<file path="config.mk">
export PLATFORM = sky130hd
export DESIGN_NAME = dhcp_request_option_parser_unit
export DESIGN_NICKNAME = d
export VERILOG_FILES = /design/src/rtl/dhcp_rop_pkg.sv /design/src/rtl/dhcp_rop_fifo.sv /design/src/rtl/dhcp_rop_core.sv /design/src/rtl/dhcp_rop_unit_dummy_guard.sv /design/src/rtl/dhcp_request_option_parser_unit.sv
export SDC_FILE = /design/constraint.sdc
export NUM_CORES = 1
export LEC_CHECK = 0
export ABC_AREA = 1
export BUFFER_PORTS_ARGS = -buffer_cell sky130_fd_sc_hd__buf_2
export CAP_MARGIN = 20
export CORE_ASPECT_RATIO = 1.1
export CORE_MARGIN = 3
export CORE_UTILIZATION = 60
export CTS_BUF_LIST = sky130_fd_sc_hd__clkbuf_8
export CTS_CLUSTER_DIAMETER = 80
export DETAILED_ROUTE_END_ITERATION = 12
export PLACE_DENSITY_LB_ADDON = 0.2
export SYNTH_ARGS = -nofsm -noshare
export SYNTH_HDL_FRONTEND = slang
export SYNTH_HIERARCHICAL = 1
export SYNTH_SLANG_ARGS = --single-unit
</file>
<file path="constraint.sdc">
create_clock -name clk_i -period 17.3 [get_ports clk_i]
set_input_delay 2.595 -clock clk_i [delete_from_list [all_inputs] [get_ports clk_i]]
set_output_delay 2.595 -clock clk_i [all_outputs]
set_load 0.1 [all_outputs]
</file>
<file path="src/rtl/dhcp_rop_pkg.sv">
// Shared types and constants for the DHCP request option parser.
package dhcp_rop_pkg;

  localparam int unsigned MAX_BYTES_DEF = 2048;
  localparam int unsigned OFS_W         = 16;
  localparam int unsigned TDATA_W       = 128;

  // Header constants
  localparam logic [7:0]  BOOTP_OP_REQUEST = 8'd1;
  localparam logic [7:0]  ARP_ETHER        = 8'd1;
  localparam logic [7:0]  HW_ADDR_LEN      = 8'd6;
  localparam logic [31:0] BOOTP_MAGIC      = 32'h6382_5363;

  // Option codes
  localparam logic [7:0] OPT_PAD      = 8'd0;
  localparam logic [7:0] OPT_OVERLOAD = 8'd52;
  localparam logic [7:0] OPT_MSG_TYPE = 8'd53;
  localparam logic [7:0] OPT_END      = 8'd255;
  localparam logic [7:0] OVERLOAD_MAX = 8'd3;

  // Verdict status codes
  localparam logic [3:0] ST_OK      = 4'd0;
  localparam logic [3:0] ST_SHORT   = 4'd1;
  localparam logic [3:0] ST_OP      = 4'd2;
  localparam logic [3:0] ST_HTYPE   = 4'd3;
  localparam logic [3:0] ST_HLEN    = 4'd4;
  localparam logic [3:0] ST_GIADDR  = 4'd5;
  localparam logic [3:0] ST_HOPS    = 4'd6;
  localparam logic [3:0] ST_COOKIE  = 4'd7;
  localparam logic [3:0] ST_NOLEN   = 4'd8;
  localparam logic [3:0] ST_TRUNC   = 4'd9;
  localparam logic [3:0] ST_OVLEN   = 4'd10;
  localparam logic [3:0] ST_OVVAL   = 4'd11;
  localparam logic [3:0] ST_NOTYPE  = 4'd12;
  localparam logic [3:0] ST_TOOLONG = 4'd13;

  typedef struct packed {
    logic        kind;
    logic        opt_last;
    logic [7:0]  code;
    logic [7:0]  length;
    logic [7:0]  data;
    logic [7:0]  index;
    logic [3:0]  status;
    logic [1:0]  overload;
    logic [7:0]  msg_type;
    logic [31:0] xid;
    logic [15:0] flags;
    logic [31:0] ciaddr;
  } result_t;

  // Result slots written in one cycle; slot1 only with slot0
  typedef struct packed {
    logic slot0;
    logic slot1;
  } push_t;

endpackage

</file>
<file path="src/rtl/dhcp_rop_fifo.sv">
// Four-entry result queue, up to two writes and one read per cycle.
module dhcp_rop_fifo (
  input  logic                  clk_i,
  input  logic                  rst_ni,
  input  dhcp_rop_pkg::push_t   push_i,
  input  dhcp_rop_pkg::result_t item0_i,
  input  dhcp_rop_pkg::result_t item1_i,
  output logic                  room2_o,
  output logic                  valid_o,
  output dhcp_rop_pkg::result_t item_o,
  input  logic                  pop_i
);
  import dhcp_rop_pkg::*;

  localparam int unsigned DEPTH = 4;
  localparam int unsigned PW    = $clog2(DEPTH);
  localparam int unsigned CW    = PW + 1;

  result_t       mem_q [DEPTH];
  logic [PW-1:0] wr_q, rd_q, wr1;
  logic [CW-1:0] cnt_q, cnt_d;
  logic          do_pop;

  assign do_pop  = pop_i && (cnt_q != '0);
  assign valid_o = (cnt_q != '0);
  assign item_o  = mem_q[rd_q];
  assign room2_o = (cnt_q <= CW'(DEPTH - 2));
  assign wr1     = wr_q + PW'(1);

  always_comb begin
    cnt_d = cnt_q + CW'(push_i.slot0) + CW'(push_i.slot1) - CW'(do_pop);
  end

  always_ff @(posedge clk_i or negedge rst_ni) begin
    if (!rst_ni) begin
      wr_q  <= '0;
      rd_q  <= '0;
      cnt_q <= '0;
    end else begin
      cnt_q <= cnt_d;
      wr_q  <= wr_q + PW'(push_i.slot0) + PW'(push_i.slot1);
      if (do_pop) rd_q <= rd_q + PW'(1);
    end
  end

  always_ff @(posedge clk_i) begin
    if (push_i.slot0) mem_q[wr_q] <= item0_i;
    if (push_i.slot1) mem_q[wr1]  <= item1_i;
  end

  a_slot_order: assert property (@(posedge clk_i) disable iff (!rst_ni)
    push_i.slot1 |-> push_i.slot0) else $error("second slot pushed alone");
  a_no_overflow: assert property (@(posedge clk_i) disable iff (!rst_ni)
    push_i.slot0 |-> room2_o) else $error("push without room for two");
  a_cnt_bound: assert property (@(posedge clk_i) disable iff (!rst_ni)
    cnt_q <= CW'(DEPTH)) else $error("queue count out of range");
  a_pop_step: assert property (@(posedge clk_i) disable iff (!rst_ni)
    (do_pop && !push_i.slot0) |=> (cnt_q == $past(cnt_q) - CW'(1)))
    else $error("pop did not drop count");

endmodule

</file>
<file path="src/rtl/dhcp_rop_core.sv">
// Parse state and per-byte header check / option walk logic.
module dhcp_rop_core #(
  parameter int unsigned MaxBytes = dhcp_rop_pkg::MAX_BYTES_DEF
) (
  input  logic                  clk_i,
  input  logic                  rst_ni,
  input  logic                  fire_i,
  input  logic [7:0]            byte_i,
  input  logic                  last_i,
  output dhcp_rop_pkg::push_t   push_o,
  output dhcp_rop_pkg::result_t item0_o,
  output dhcp_rop_pkg::result_t item1_o
);
  import dhcp_rop_pkg::*;

  localparam logic [2:0] PH_HEADER = 3'd0;
  localparam logic [2:0] PH_CODE   = 3'd1;
  localparam logic [2:0] PH_LEN    = 3'd2;
  localparam logic [2:0] PH_PAY    = 3'd3;
  localparam logic [2:0] PH_DONE   = 3'd4;
  localparam logic [OFS_W-1:0] MAX_OFS = OFS_W'(MaxBytes);

  logic [OFS_W-1:0] ofs_q, ofs_d;
  logic [2:0]       ph_q, ph_d;
  logic [7:0]       code_q, code_d, len_q, len_d, left_q, left_d;
  logic [3:0]       err_q, err_d, hcode, st;
  logic [1:0]       ov_q, ov_d;
  logic [7:0]       type_q, type_d;
  logic             seen_q, seen_d, long_q, long_d, ovp_q, ovp_d;
  logic             claim_q, claim_d, cap_q, cap_d, pay_v;
  logic [31:0]      xid_q, xid_d, ci_q, ci_d;
  logic [15:0]      flg_q, flg_d;
  result_t          pay, verd;

  always_comb begin
    ofs_d = ofs_q; ph_d = ph_q; code_d = code_q; len_d = len_q; left_d = left_q;
    err_d = err_q; ov_d = ov_q; type_d = type_q; seen_d = seen_q; long_d = long_q;
    ovp_d = ovp_q; claim_d = claim_q; cap_d = cap_q;
    xid_d = xid_q; ci_d = ci_q; flg_d = flg_q;
    hcode = ST_OK;
    pay_v = 1'b0;
    pay   = '0;
    verd  = '0;
    st    = ST_OK;

    if (ofs_q >= MAX_OFS) begin
      long_d = 1'b1;
    end else begin
      case (ph_q)
        PH_HEADER: begin
          if (ofs_q == 16'd0 && byte_i != BOOTP_OP_REQUEST) hcode = ST_OP;
          if (ofs_q == 16'd1 && byte_i != ARP_ETHER)        hcode = ST_HTYPE;
          if (ofs_q == 16'd2 && byte_i != HW_ADDR_LEN)      hcode = ST_HLEN;
          if (ofs_q == 16'd3 && byte_i != 8'd0)             hcode = ST_HOPS;
          if (ofs_q >= 16'd24 && ofs_q <= 16'd27 && byte_i != 8'd0) hcode = ST_GIADDR;
          if (ofs_q == 16'd236 && byte_i != BOOTP_MAGIC[31:24]) hcode = ST_COOKIE;
          if (ofs_q == 16'd237 && byte_i != BOOTP_MAGIC[23:16]) hcode = ST_COOKIE;
          if (ofs_q == 16'd238 && byte_i != BOOTP_MAGIC[15:8])  hcode = ST_COOKIE;
          if (ofs_q == 16'd239 && byte_i != BOOTP_MAGIC[7:0])   hcode = ST_COOKIE;
          // keep the lowest header error code
          if (hcode != ST_OK && (err_q == ST_OK || hcode < err_q)) err_d = hcode;
          if (ofs_q >= 16'd4 && ofs_q <= 16'd7)   xid_d = {xid_q[23:0], byte_i};
          if (ofs_q == 16'd10 || ofs_q == 16'd11) flg_d = {flg_q[7:0], byte_i};
          if (ofs_q >= 16'd12 && ofs_q <= 16'd15) ci_d  = {ci_q[23:0], byte_i};
          if (ofs_q == 16'd239) ph_d = (err_d != ST_OK) ? PH_DONE : PH_CODE;
        end
        PH_CODE: begin
          if (byte_i == OPT_END) begin
            ph_d = PH_DONE;
          end else if (byte_i != OPT_PAD) begin
            code_d = byte_i;
            ph_d   = PH_LEN;
          end
        end
        PH_LEN: begin
          len_d  = byte_i;
          left_d = byte_i;
          ovp_d  = 1'b0;
          ph_d   = (byte_i == 8'd0) ? PH_CODE : PH_PAY;
          if (code_q == OPT_OVERLOAD) begin
            if (byte_i == 8'd0) begin
              err_d = ST_OVLEN;
              ph_d  = PH_DONE;
            end else begin
              ovp_d = (byte_i != 8'd1);
            end
          end else if (code_q == OPT_MSG_TYPE && !claim_q) begin
            claim_d = 1'b1;
            cap_d   = (byte_i == 8'd1);
          end
        end
        PH_PAY: begin
          if (code_q == OPT_OVERLOAD && !ovp_q && byte_i > OVERLOAD_MAX) begin
            err_d = ST_OVVAL;
            ph_d  = PH_DONE;
          end else begin
            if (code_q == OPT_OVERLOAD) begin
              if (!ovp_q) ov_d = byte_i[1:0];
            end else begin
              pay_v        = 1'b1;
              pay.code     = code_q;
              pay.length   = len_q;
              pay.data     = byte_i;
              pay.index    = len_q - left_q;
              pay.opt_last = (left_q == 8'd1);
              if (code_q == OPT_MSG_TYPE && cap_q) begin
                type_d = byte_i;
                seen_d = 1'b1;
                cap_d  = 1'b0;
              end
            end
            left_d = left_q - 8'd1;
            if (left_d == 8'd0) begin
              if (ovp_q) begin
                err_d = ST_OVLEN;
                ph_d  = PH_DONE;
              end else begin
                ph_d = PH_CODE;
              end
            end
          end
        end
        default: ;
      endcase
    end

    if (ofs_q != {OFS_W{1'b1}}) ofs_d = ofs_q + OFS_W'(1);

    if (long_d)                  st = ST_TOOLONG;
    else if (ofs_d < 16'd240)    st = ST_SHORT;
    else if (err_d != ST_OK)     st = err_d;
    else if (ph_d == PH_LEN)     st = ST_NOLEN;
    else if (ph_d == PH_PAY)     st = ST_TRUNC;
    else if (!seen_d)            st = ST_NOTYPE;
    else                         st = ST_OK;

    verd.kind     = 1'b1;
    verd.status   = st;
    verd.overload = ov_d;
    verd.msg_type = type_d;
    verd.xid      = xid_d;
    verd.flags    = flg_d;
    verd.ciaddr   = ci_d;

    // a verdict ends the datagram: back to reset state
    if (last_i) begin
      ofs_d = '0; ph_d = PH_HEADER; code_d = '0; len_d = '0; left_d = '0;
      err_d = ST_OK; ov_d = '0; type_d = '0; seen_d = 1'b0; long_d = 1'b0;
      ovp_d = 1'b0; claim_d = 1'b0; cap_d = 1'b0;
      xid_d = '0; ci_d = '0; flg_d = '0;
    end
  end

  assign push_o.slot0 = fire_i && (pay_v || last_i);
  assign push_o.slot1 = fire_i && pay_v && last_i;
  assign item0_o      = pay_v ? pay : verd;
  assign item1_o      = verd;

  always_ff @(posedge clk_i or negedge rst_ni) begin
    if (!rst_ni) begin
      ofs_q <= '0; ph_q <= PH_HEADER; code_q <= '0; len_q <= '0; left_q <= '0;
      err_q <= ST_OK; ov_q <= '0; type_q <= '0; seen_q <= 1'b0; long_q <= 1'b0;
      ovp_q <= 1'b0; claim_q <= 1'b0; cap_q <= 1'b0;
      xid_q <= '0; ci_q <= '0; flg_q <= '0;
    end else if (fire_i) begin
      ofs_q <= ofs_d; ph_q <= ph_d; code_q <= code_d; len_q <= len_d; left_q <= left_d;
      err_q <= err_d; ov_q <= ov_d; type_q <= type_d; seen_q <= seen_d; long_q <= long_d;
      ovp_q <= ovp_d; claim_q <= claim_d; cap_q <= cap_d;
      xid_q <= xid_d; ci_q <= ci_d; flg_q <= flg_d;
    end
  end

  a_last_resets: assert property (@(posedge clk_i) disable iff (!rst_ni)
    (fire_i && last_i) |=> (ofs_q == '0 && ph_q == PH_HEADER))
    else $error("state not cleared after verdict");
  a_pay_after_header: assert property (@(posedge clk_i) disable iff (!rst_ni)
    pay_v |-> (ph_q == PH_PAY && ofs_q >= 16'd240))
    else $error("payload emitted outside option walk");
  a_done_has_cause: assert property (@(posedge clk_i) disable iff (!rst_ni)
    (ph_q == PH_DONE && err_q == ST_OK) |-> (ofs_q > 16'd240))
    else $error("walk stopped early without error");

endmodule

</file>
<file path="src/rtl/dhcp_rop_unit_dummy_guard.sv">
// Input request register holding one datagram byte ahead of the parser.
module dhcp_rop_unit_dummy_guard (
  input  logic       clk_i,
  input  logic       rst_ni,
  input  logic       in_valid_i,
  output logic       in_ready_o,
  input  logic [7:0] in_byte_i,
  input  logic       in_last_i,
  output logic       valid_o,
  input  logic       take_i,
  output logic [7:0] byte_o,
  output logic       last_o
);
  logic       valid_q;
  logic [7:0] byte_q;
  logic       last_q;

  assign in_ready_o = !valid_q || take_i;
  assign valid_o    = valid_q;
  assign byte_o     = byte_q;
  assign last_o     = last_q;

  always_ff @(posedge clk_i or negedge rst_ni) begin
    if (!rst_ni) begin
      valid_q <= 1'b0;
    end else if (in_ready_o) begin
      valid_q <= in_valid_i;
    end
  end

  always_ff @(posedge clk_i) begin
    if (in_ready_o && in_valid_i) begin
      byte_q <= in_byte_i;
      last_q <= in_last_i;
    end
  end

endmodule

</file>
<file path="src/rtl/dhcp_request_option_parser_unit.sv">
// DHCP request parser: one datagram byte per request in, option payload bytes
// and one verdict per datagram out. Each byte is registered, then checked against
// the BOOTP header or walked through the option TLVs, and its
// results land in a four-entry result queue. A new byte is taken every cycle
// while the queue has room for two results; a final byte that also carries an
// option payload byte yields two results, which the queue drains one per cycle,
// so the sustained rate is one byte per cycle as long as the output keeps up.
// Status precedence: toolong, short, lowest header error, option error,
// nolen/trunc at end of datagram, notype.
module dhcp_request_option_parser_unit #(
  parameter int unsigned MAX_BYTES = dhcp_rop_pkg::MAX_BYTES_DEF
) (
  input  logic                             clk_i,
  input  logic                             rst_ni,
  input  logic                             s_axis_tvalid,
  output logic                             s_axis_tready,
  input  logic [7:0]                       s_axis_tdata,  // [7:0] data_byte
  input  logic                             s_axis_tlast,  // last_byte
  output logic                             m_axis_tvalid,
  input  logic                             m_axis_tready,
  // [7:0] option_code, [15:8] option_length, [23:16] data_byte_out,
  // [31:24] byte_index, [35:32] status, [37:36] overload,
  // [45:38] message_type, [77:46] transaction_id, [93:78] header_flags,
  // [125:94] client_addr, [127:126] zero
  output logic [dhcp_rop_pkg::TDATA_W-1:0] m_axis_tdata,
  output logic                             m_axis_tuser,  // kind
  output logic                             m_axis_tlast   // option_last
);
  import dhcp_rop_pkg::*;

  logic       in_v, fire, room2, in_last;
  logic [7:0] in_byte;
  push_t      push;
  result_t    item0, item1, head;

  dhcp_rop_unit_dummy_guard u_inreg (
    .clk_i      (clk_i),
    .rst_ni     (rst_ni),
    .in_valid_i (s_axis_tvalid),
    .in_ready_o (s_axis_tready),
    .in_byte_i  (s_axis_tdata),
    .in_last_i  (s_axis_tlast),
    .valid_o    (in_v),
    .take_i     (fire),
    .byte_o     (in_byte),
    .last_o     (in_last)
  );

  assign fire = in_v && room2;

  dhcp_rop_core #(.MaxBytes(MAX_BYTES)) u_core (
    .clk_i   (clk_i),
    .rst_ni  (rst_ni),
    .fire_i  (fire),
    .byte_i  (in_byte),
    .last_i  (in_last),
    .push_o  (push),
    .item0_o (item0),
    .item1_o (item1)
  );

  dhcp_rop_fifo u_fifo (
    .clk_i   (clk_i),
    .rst_ni  (rst_ni),
    .push_i  (push),
    .item0_i (item0),
    .item1_i (item1),
    .room2_o (room2),
    .valid_o (m_axis_tvalid),
    .item_o  (head),
    .pop_i   (m_axis_tready)
  );

  assign m_axis_tuser = head.kind;
  assign m_axis_tlast = head.opt_last;
  assign m_axis_tdata = {2'b00, head.ciaddr, head.flags, head.xid, head.msg_type,
                         head.overload, head.status, head.index, head.data,
                         head.length, head.code};

endmodule
</file>
Word level (Yosys, flattened, before mapping)
Memories as Yosys holds them, arrays and structs flattened.
Index checks and enable logic that the tools add are counted.
{"block": "totals", "regBits": 159, "ram_bits": 512, "inputBits": 13, "out_inout_bits": 132, "elab_cells": 245, "memories": 1}
{"name": "u_fifo.mem_q", "words": 4, "word_bits": 128, "read_ports": 1, "rd_ports_with_merged_regs": 0, "wr": 2, "line": "dhcp_rop_fifo.sv:19", "rtl": "result_t mem_q [DEPTH];"}
{"block": "op_classes", "n_addsub": 10, "n_lt_le_gt_ge": 11, "eq_ne": 33, "mux": 118, "reduce_logical": 50}
{"cell": "$mux 32", "n": 8}
{"cell": "$mux 8", "n": 17}
{"cell": "$mux 33", "n": 4}
{"cell": "$mux 128", "n": 1}
{"cell": "$mux 16", "n": 6}
{"cell": "$mux 4", "n": 18}
{"cell": "$eq 16x8->1 const B", "n": 4}
{"cell": "$mux 3", "n": 18}
{"cell": "$mux 1", "n": 33}
{"cell": "$eq 16x2->1 const B", "n": 2}
{"cell": "$eq 16x4->1 const B", "n": 2}
{"cell": "$logic_and 1x1->1", "n": 23}
{"cell": "$mux 2", "n": 9}
{"cell": "$add 16x1->16 const B", "n": 1}
{"cell": "$eq 16x1->1 const B", "n": 1}
{"cell": "$eq 8x1->1 const B", "n": 2}
{"cell": "$eq 8x6->1 const B", "n": 2}
{"cell": "$ge 16x12->1 const B", "n": 1}
{"cell": "$ge 16x3->1 const B", "n": 1}
{"cell": "$ge 16x4->1 const B", "n": 1}
{"cell": "$ge 16x5->1 const B", "n": 1}
{"cell": "$le 16x3->1 const B", "n": 1}
{"cell": "$le 16x4->1 const B", "n": 1}
{"cell": "$le 16x5->1 const B", "n": 1}
{"cell": "39 further kinds", "n": 64}

Depth between registers and ports, before layout
Gate-level depths: netlist (run 1).
{"block": "logic_depth", "depth_word": 31, "mapped_depth": 30, "mapped_depth_nobuf": 30}

By module
Netlist (run 1), hierarchy kept.
{"mod": "dhcp_rop_fifo", "instances": 1, "cells_each": 2935, "area_each_um2": 25978.7, "seq_area_each_um2": 15549.9}
{"mod": "dhcp_rop_core", "instances": 1, "cells_each": 1329, "area_each_um2": 9252.6, "seq_area_each_um2": 3553.4}
{"mod": "dhcp_rop_unit_dummy_guard", "instances": 1, "cells_each": 15, "area_each_um2": 315.3, "seq_area_each_um2": 295.3}
{"mod": "dhcp_request_option_parser_unit", "instances": 1, "cells_each": 5, "area_each_um2": 26.3, "seq_area_each_um2": 0.0}

Worst setup path after synthesis (run 1)
Ideal clock, no wire load.
{"block": "synth_timing", "path_kind": "register to register", "startpoint": "register u_core.ph_q[2]", "endpoint": "memory u_fifo/mem_q[0][0] (netlist bit), enable pin", "setup_time_ns": 0.804, "arrival_time_ns": 11.574, "required_ns": 16.496, "slack_ns": 4.923, "stages_incl_launch_ff": 12, "path_buffers": 2, "period_less_slack_ns": 12.377, "cell_sequence": "dfrtp_1 nor2_1 inv_1 nor2_1 inv_1 buf_2 nor2_1 nand2_1 clkbuf_1 o21ai_0 inv_1 o31ai_1"}
{"item": "from (decl)", "line": "dhcp_rop_core.sv:24", "rtl": "logic [2:0] ph_q, ph_d;"}
{"item": "from (signal assigned)", "line": "dhcp_rop_core.sv:166", "rtl": "ofs_q <= ofs_d; ph_q <= ph_d; code_q <= code_d; len_q <= len_d; left_q <= left_d;"}
{"item": "to (decl)", "line": "dhcp_rop_fifo.sv:19"}

Worst setup path after layout (run 1)
{"block": "layout_timing", "startpoint": "register u_fifo.rd_q[0]", "endpoint": "output port m_axis_tdata[57] (netlist bit)"}
{"block": "layout_via", "elab_chain_cells": 1}
{"item": "from (decl)", "line": "dhcp_rop_fifo.sv:20", "rtl": "logic [PW-1:0] wr_q, rd_q, wr1;"}
{"item": "from (signal assigned)", "line": "dhcp_rop_fifo.sv:42", "rtl": "if (do_pop) rd_q <= rd_q + PW'(1);"}
{"item": "$mem_v2 4x128"}
{"item": "to (decl)", "line": "dhcp_request_option_parser_unit.sv:25", "rtl": "output logic [dhcp_rop_pkg::TDATA_W-1:0] m_axis_tdata,"}
Every way passes these cells.

==> out/results.ini, run 1 <==
[cells_and_area]
drive_above_1_share_pct = 8.37
fill_cells = 4828
final_cell_mix = nand2_1, inv_1, edfxtp_1
num-nets-final = 4341
final_util_pct = 65.7
multiInputGateArea_sq_mm = 0.0128
seqCellArea_sq_mm = 0.0194
mostFrequentLayoutCell = nand2_1
area_growth_pct = 7.23

[yosys]
synth_area_sq_mm = 0.0356
synth_top_area_share_pct = 44.0
ys.flop_type = edfxtp_1
synth.area.top_cells = edfxtp_1, nand2_1, dfrtp_1
ys_types = 53
yosysWarnings = 6
synthArstFlopShare_pct = 22.4
synth_largest_area_cell = edfxtp_1
seq_area_frac_synth_pct = 54.5
ys_ff_latch = 671
syn_inst = 4284
syn_avg_cell_area_sq_um = 8.30
synth_edf_count = 521

[timing]
finalCritPeriodShare_pct = 42.0
tightest_slew_ns = 1.14
hold_viol_final = 0
timing.fmax_ghz = 0.138
fin_hold_ws_ns = 0.480
finalCriticalPeriod_ns = 7.27
maxSlewViolCount = 0
relSlewSlack_pct = 24.1
fin_setup_tns_ns = 0
skew_ns = 0.0334
finalWorstSetupSlack_ns = 10.03
rsz0062_at_grt = false
setup-violations-final = 0

[pwr]
p_leak_nw = 15.4
ir_worst_vdd_mv = 0.213
power.total_mw = 6.53
powerDensity_mw_per_mm2 = 171

[global_route]
grt_antenna_before_repair = 4
grt_overflow = 0
grt_usage_pct = 28.6
grt_pass1_wl_mm = 141
grt_max_degree = 167
grt_pass1_vias = 27119

[die]
fp.dieH_um = 261
rows = 92
dieArea_sq_mm = 0.0622
start_util_pct = 61.3
core_area_sq_mm = 0.0580
ios = 145
die-width_um = 238

[setup_path]
path_class = flop to output port
cp_max_fo = 114
endpoint = m_axis_tdata[57]
r2r_end = u_fifo/mem_q[2][98]$_DFFE_PP_
cp-start-kind = flop
r2r_setup_slack_ns = 11.87
critPathMaxStageDelay_ns = 1.05
worstPathRequired_ns = 14.70
path_cells = buf_4 > buf_4 > nor2_1 > nor2_1 > o21ai_0 > nand2_1 > buf_2
rr_worst_depth = 10
crit_start = u_fifo/rd_q[0]$_DFFE_PN0P_
cp_slowest_cell = dfrtp_4
rr_startpoint = u_core/ph_q[2]$_DFFE_PN0P_
cp-end-kind = output port
worstPathArrival_ns = 4.67

[clocking]
postCtsSetupBuffers = 0
clockBufferDepth = 3
cts_tree = done
clock-sinks = 671
ctsHoldBuffers = 0
cts.clk_slew.worst_paths_ns = 0.06
cts_resized = 0
numCtsBuffers = 107
root_buffer = clkbuf_8
insertion_delay_ns = 0.71
htree_levels = 3

[place]
gp_congestion = 0.925
port_buffers = 142
pre_cts_ws_ns = 10.86
dp_hpwl_mm = 52.6

[run]
cap_viol_max_count = 0

[route]
firstDrtPassIters = 6
wire_per_inst_um = 17.3
drc = 0
ant_nets = 0
dr_total_vias = 28681
drt_wl_total_mm = 89.0
drt-initial-drc-count = 2438
vias_per_cell = 5.57

[hold_path]
hp-class = flop to flop

[status]
outcome = finished clean

[cell families after synthesis]
kind of cell,Yosys count,share of synthesized area (%)
XOR/XNOR,16,0.394
AO/OA/AOI/OAI,1064,15.8
AND/OR/NAND/NOR,1680,18.4
buffers and inverters,829,9.95
other,3,0.0317
adder cells (fa/ha/maj),21,0.823
flip-flops,671,54.5
[report_power, final]
part	internal [mW]	switching, mW	total (mW)
Sequential	1.95	0.125	2.08
Clock	0.628	0.624	1.25
Combinational	0.507	2.70	3.20
[routing by layer]
layer  routed length, um  GRT usage, %
met1               36500          36.8
met4                3130          12.3
met2               43300          49.1
met5                   8             0
met3                6080          3.58
[sequential cells by signal (all words and copies together) (netlist names), 2 cells and up]
name,flops
u_core/ov_q,2
u_core/len_q,8
u_fifo/wr_q,2
u_core/code_q,8
u_inreg/byte_o,8
u_core/flg_q,16
u_fifo/cnt_q,3
u_core/ofs_q,16
u_core/type_q,8
u_core/xid_q,32
u_core/ph_q,3
u_core/ci_q,32
u_fifo/rd_q,2
u_fifo/mem_q,512
u_core/err_q,4
u_core/left_q,8
[worst max-delay path, delay by kind of cell (launching register included)]
family                 cells  cell delay [ns]
buffers and inverters      3             2.29
flip-flops                 1             1.05
AO/OA/AOI/OAI              1             0.10
AND/OR/NAND/NOR            3             0.40
[synth_stat cells (all sizes together) (2+ instances only)]
cell        n
conb        3
o31ai       9
buf       184
a211oi      2
o32ai       2
o21a       33
nand2    1137
dfrtp     150
and2        2
nor3       20
xor2       12
o211ai      3
nand3      39
fa          4
nor4        7
ha         17
clkbuf    111
nand4      13
o221ai      3
a22oi       2
o2111ai     2
o21ai     895
or2         3
a21oi      24
edfxtp    521
xnor2       4
inv       533
o22ai      85
nor2      456
[cell type report]
cell class	instances	share of cell area, %
Clock inverter	80	0.863
Multi-Input combinational cell	2817	33.7
Clock buffer	119	4.29
Tap cell	752	2.47
Inverter	534	5.29
Sequential cell	671	50.9
Antenna cell	3	0.0197
Timing Repair Buffer	176	2.55
[per-stage QoR]
step	cells	area, sq um
final	5152	38100
after global routing	5151	38100
after CTS	5148	38100
after detailed placement	4949	36200
after global placement	4949	36200
after floorplan	4317	35700
[how the worst min path moves through the flow]
stage | from | endpoint | slack, ns | cells after the start
2_1_floorplan | u_core/ci_q[24]$_DFFE_PN0P_ | u_core/ci_q[24]$_DFFE_PN0P_ | 0.45 | 2
3_3_place_gp | u_core/ci_q[25]$_DFFE_PN0P_ | u_core/ci_q[25]$_DFFE_PN0P_ | 0.46 | 2
3_5_place_dp | u_core/ci_q[25]$_DFFE_PN0P_ | u_core/ci_q[25]$_DFFE_PN0P_ | 0.47 | 2
4_1_cts | u_core/code_q[7]$_DFFE_PN0P_ | u_core/code_q[7]$_DFFE_PN0P_ | 0.48 | 2
5_1_grt | u_core/code_q[7]$_DFFE_PN0P_ | u_core/code_q[7]$_DFFE_PN0P_ | 0.51 | 2
6_report | u_core/code_q[7]$_DFFE_PN0P_ | u_core/code_q[7]$_DFFE_PN0P_ | 0.48 | 2
Power figures use the tool's default switching activity.
==> run 2: changes to the inputs <==
==> constraint.sdc (replaced) <==
create_clock -name clk_i -period 6.9 [get_ports clk_i]
set_input_delay 1.035 -clock clk_i [delete_from_list [all_inputs] [get_ports clk_i]]
set_output_delay 1.035 -clock clk_i [all_outputs]
set_load 0.1 [all_outputs]
==> run 2 against run 1 <==
Compared with the run above: sequential power rose by 150%; routed wire length fell by 0.90%; largest cell class unchanged; clock skew fell by 0.0060 ns; global-route usage barely moved.
==> out/results.ini, run 2 (synthesized netlist as in run 1, its figures left out) <==
[place]
port_buffers = 142
pre_cts_ws_ns = 2.60
placed_area_sq_mm = 0.0363
gp_congestion = 0.932
place_inst = 4950
dp_hpwl_mm = 51.7

[cells_and_area]
area_growth_pct = 7.68
final_cell_mix = nand2_1, inv_1, edfxtp_1
largest_registers = u_fifo/mem_q x512, u_core/ci_q x32, u_core/xid_q x32
mostFrequentLayoutCell = nand2_1
multiInputGateArea_sq_mm = 0.0128
fill_cells = 4792
largest_reg_flops = 512
fin_area_sq_mm = 0.0383
num-nets-final = 4340
drive_above_1_share_pct = 8.51
fin_cells = 5147
seqCellArea_sq_mm = 0.0194
regMostFlops = u_fifo/mem_q

[timing]
fin_hold_ws_ns = 0.353
finalWorstSetupSlack_ns = 2.21
rsz0062_at_grt = false
maxSlewViolCount = 0
tightest_slew_ns = 1.32
fin_setup_tns_ns = 0
setup-violations-final = 0
finalCritPeriodShare_pct = 68.0
hold_viol_final = 0
skew_ns = 0.0274
finalCriticalPeriod_ns = 4.69
timing.fmax_ghz = 0.213
relSlewSlack_pct = 12.0

[die]
die-width_um = 238
ios = 145
fp.dieH_um = 261
dieArea_sq_mm = 0.0622
core_area_sq_mm = 0.0580
start_util_pct = 61.3
rows = 92

[route]
drc = 0
wl_met1_mm = 36.2
met3_length_mm = 5.89
highest_layer = met4
drt-initial-drc-count = 2807
dr_total_vias = 28581
firstDrtPassIters = 6
wl_met2_mm = 43.6
vias_per_cell = 5.55
ant_nets = 0
drt_wl_total_mm = 88.2
wire_per_inst_um = 17.1

[setup_path]
cp-end-kind = output port
crit_top_cell = nor2_1
cp_max_fo = 136
path_cells = buf_4 > buf_16 > buf_12 > nor2_1 > nor2_1 > o21ai_0 > nand2_1 > buf_2
cp_slowest_cell = dfrtp_4
worst_path_dominant_cell_family = buffers and inverters
crit_buf_inv = 4
critPathMaxStageDelay_ns = 0.75
worstPathRequired_ns = 5.86
worstPathArrival_ns = 3.66
path_class = flop to output port
cp-start-kind = flop

[pwr]
powerDensity_mw_per_mm2 = 430
ir_worst_vdd_mv = 0.445
p_leak_nw = 15.4

[status]
outcome = finished clean

[clocking]
insertion_delay_ns = 0.70
clock-sinks = 671
cts.clk_slew.worst_paths_ns = 0.06
clockBufferDepth = 3
cts_tree = done
numCtsBuffers = 105
cts_resized = 0
postCtsSetupBuffers = 0
htree_levels = 3
ctsHoldBuffers = 0
root_buffer = clkbuf_8

[global_route]
grt_max_degree = 258
grt_antenna_before_repair = 1
grt_usage_pct = 28.6
grt_overflow = 0
grt_pass1_wl_mm = 142
grt_pass1_vias = 27139

[run]
cap_viol_max_count = 0

[hold_path]
hp-class = input port to async pin

==> run 2: area by class of cell <==
cell class	instances	area share (%)
timing repair buffer	177	2.94
tap	752	2.46
clock inverter	78	0.967
multi-input combinational	2817	33.5
sequential	671	50.7
inverter	534	5.26
clock buffer	117	4.20
antenna	1	0.00653
==> run 2: path summary, 6_finish.rpt <==
check                                       startpoint                           end  slack (ns)  depth (start not counted)
setup reg to reg            u_core/ph_q[2]$_DFFE_PN0P_  u_fifo/mem_q[3][7]$_DFFE_PP_        2.53                         13
hold / removal                                  rst_ni  u_core/xid_q[28]$_DFFE_PN0P_        0.35                          1
min in group clk_i         u_core/ci_q[24]$_DFFE_PN0P_   u_core/ci_q[24]$_DFFE_PN0P_        0.48                          2
max in group asynchronous                       rst_ni    u_fifo/rd_q[0]$_DFFE_PN0P_        4.90                          2
hold reg to reg            u_core/ci_q[24]$_DFFE_PN0P_   u_core/ci_q[24]$_DFFE_PN0P_        0.48                          2
setup / recovery            u_fifo/rd_q[0]$_DFFE_PN0P_              m_axis_tdata[68]        2.21                          8
==> run 2: metal layers <==
layer	global-route usage, %	vias up
li1	-	14054
met1	37.1	13333
met2	49.4	1028
met3	3.87	166
met4	10.5	0
met5	0	-
==> run 2: power breakdown <==
group	internal [mW]	switching [mW]	leakage [nW]
clock network	1.62	1.55	1.15
logic	1.31	6.81	7.41
registers	4.89	0.265	6.89
==> run 2: metrics by stage <==
| stage | utilization, % | power [mW] |
|---|---|---|
| floorplan | - | 11.9 |
| global placement | 62.6 | 13.3 |
| detailed placement | 62.6 | 13.3 |
| CTS | 66.0 | 16.5 |
| global route | 66.0 | 17.3 |
| finish | 66.0 | 16.5 |
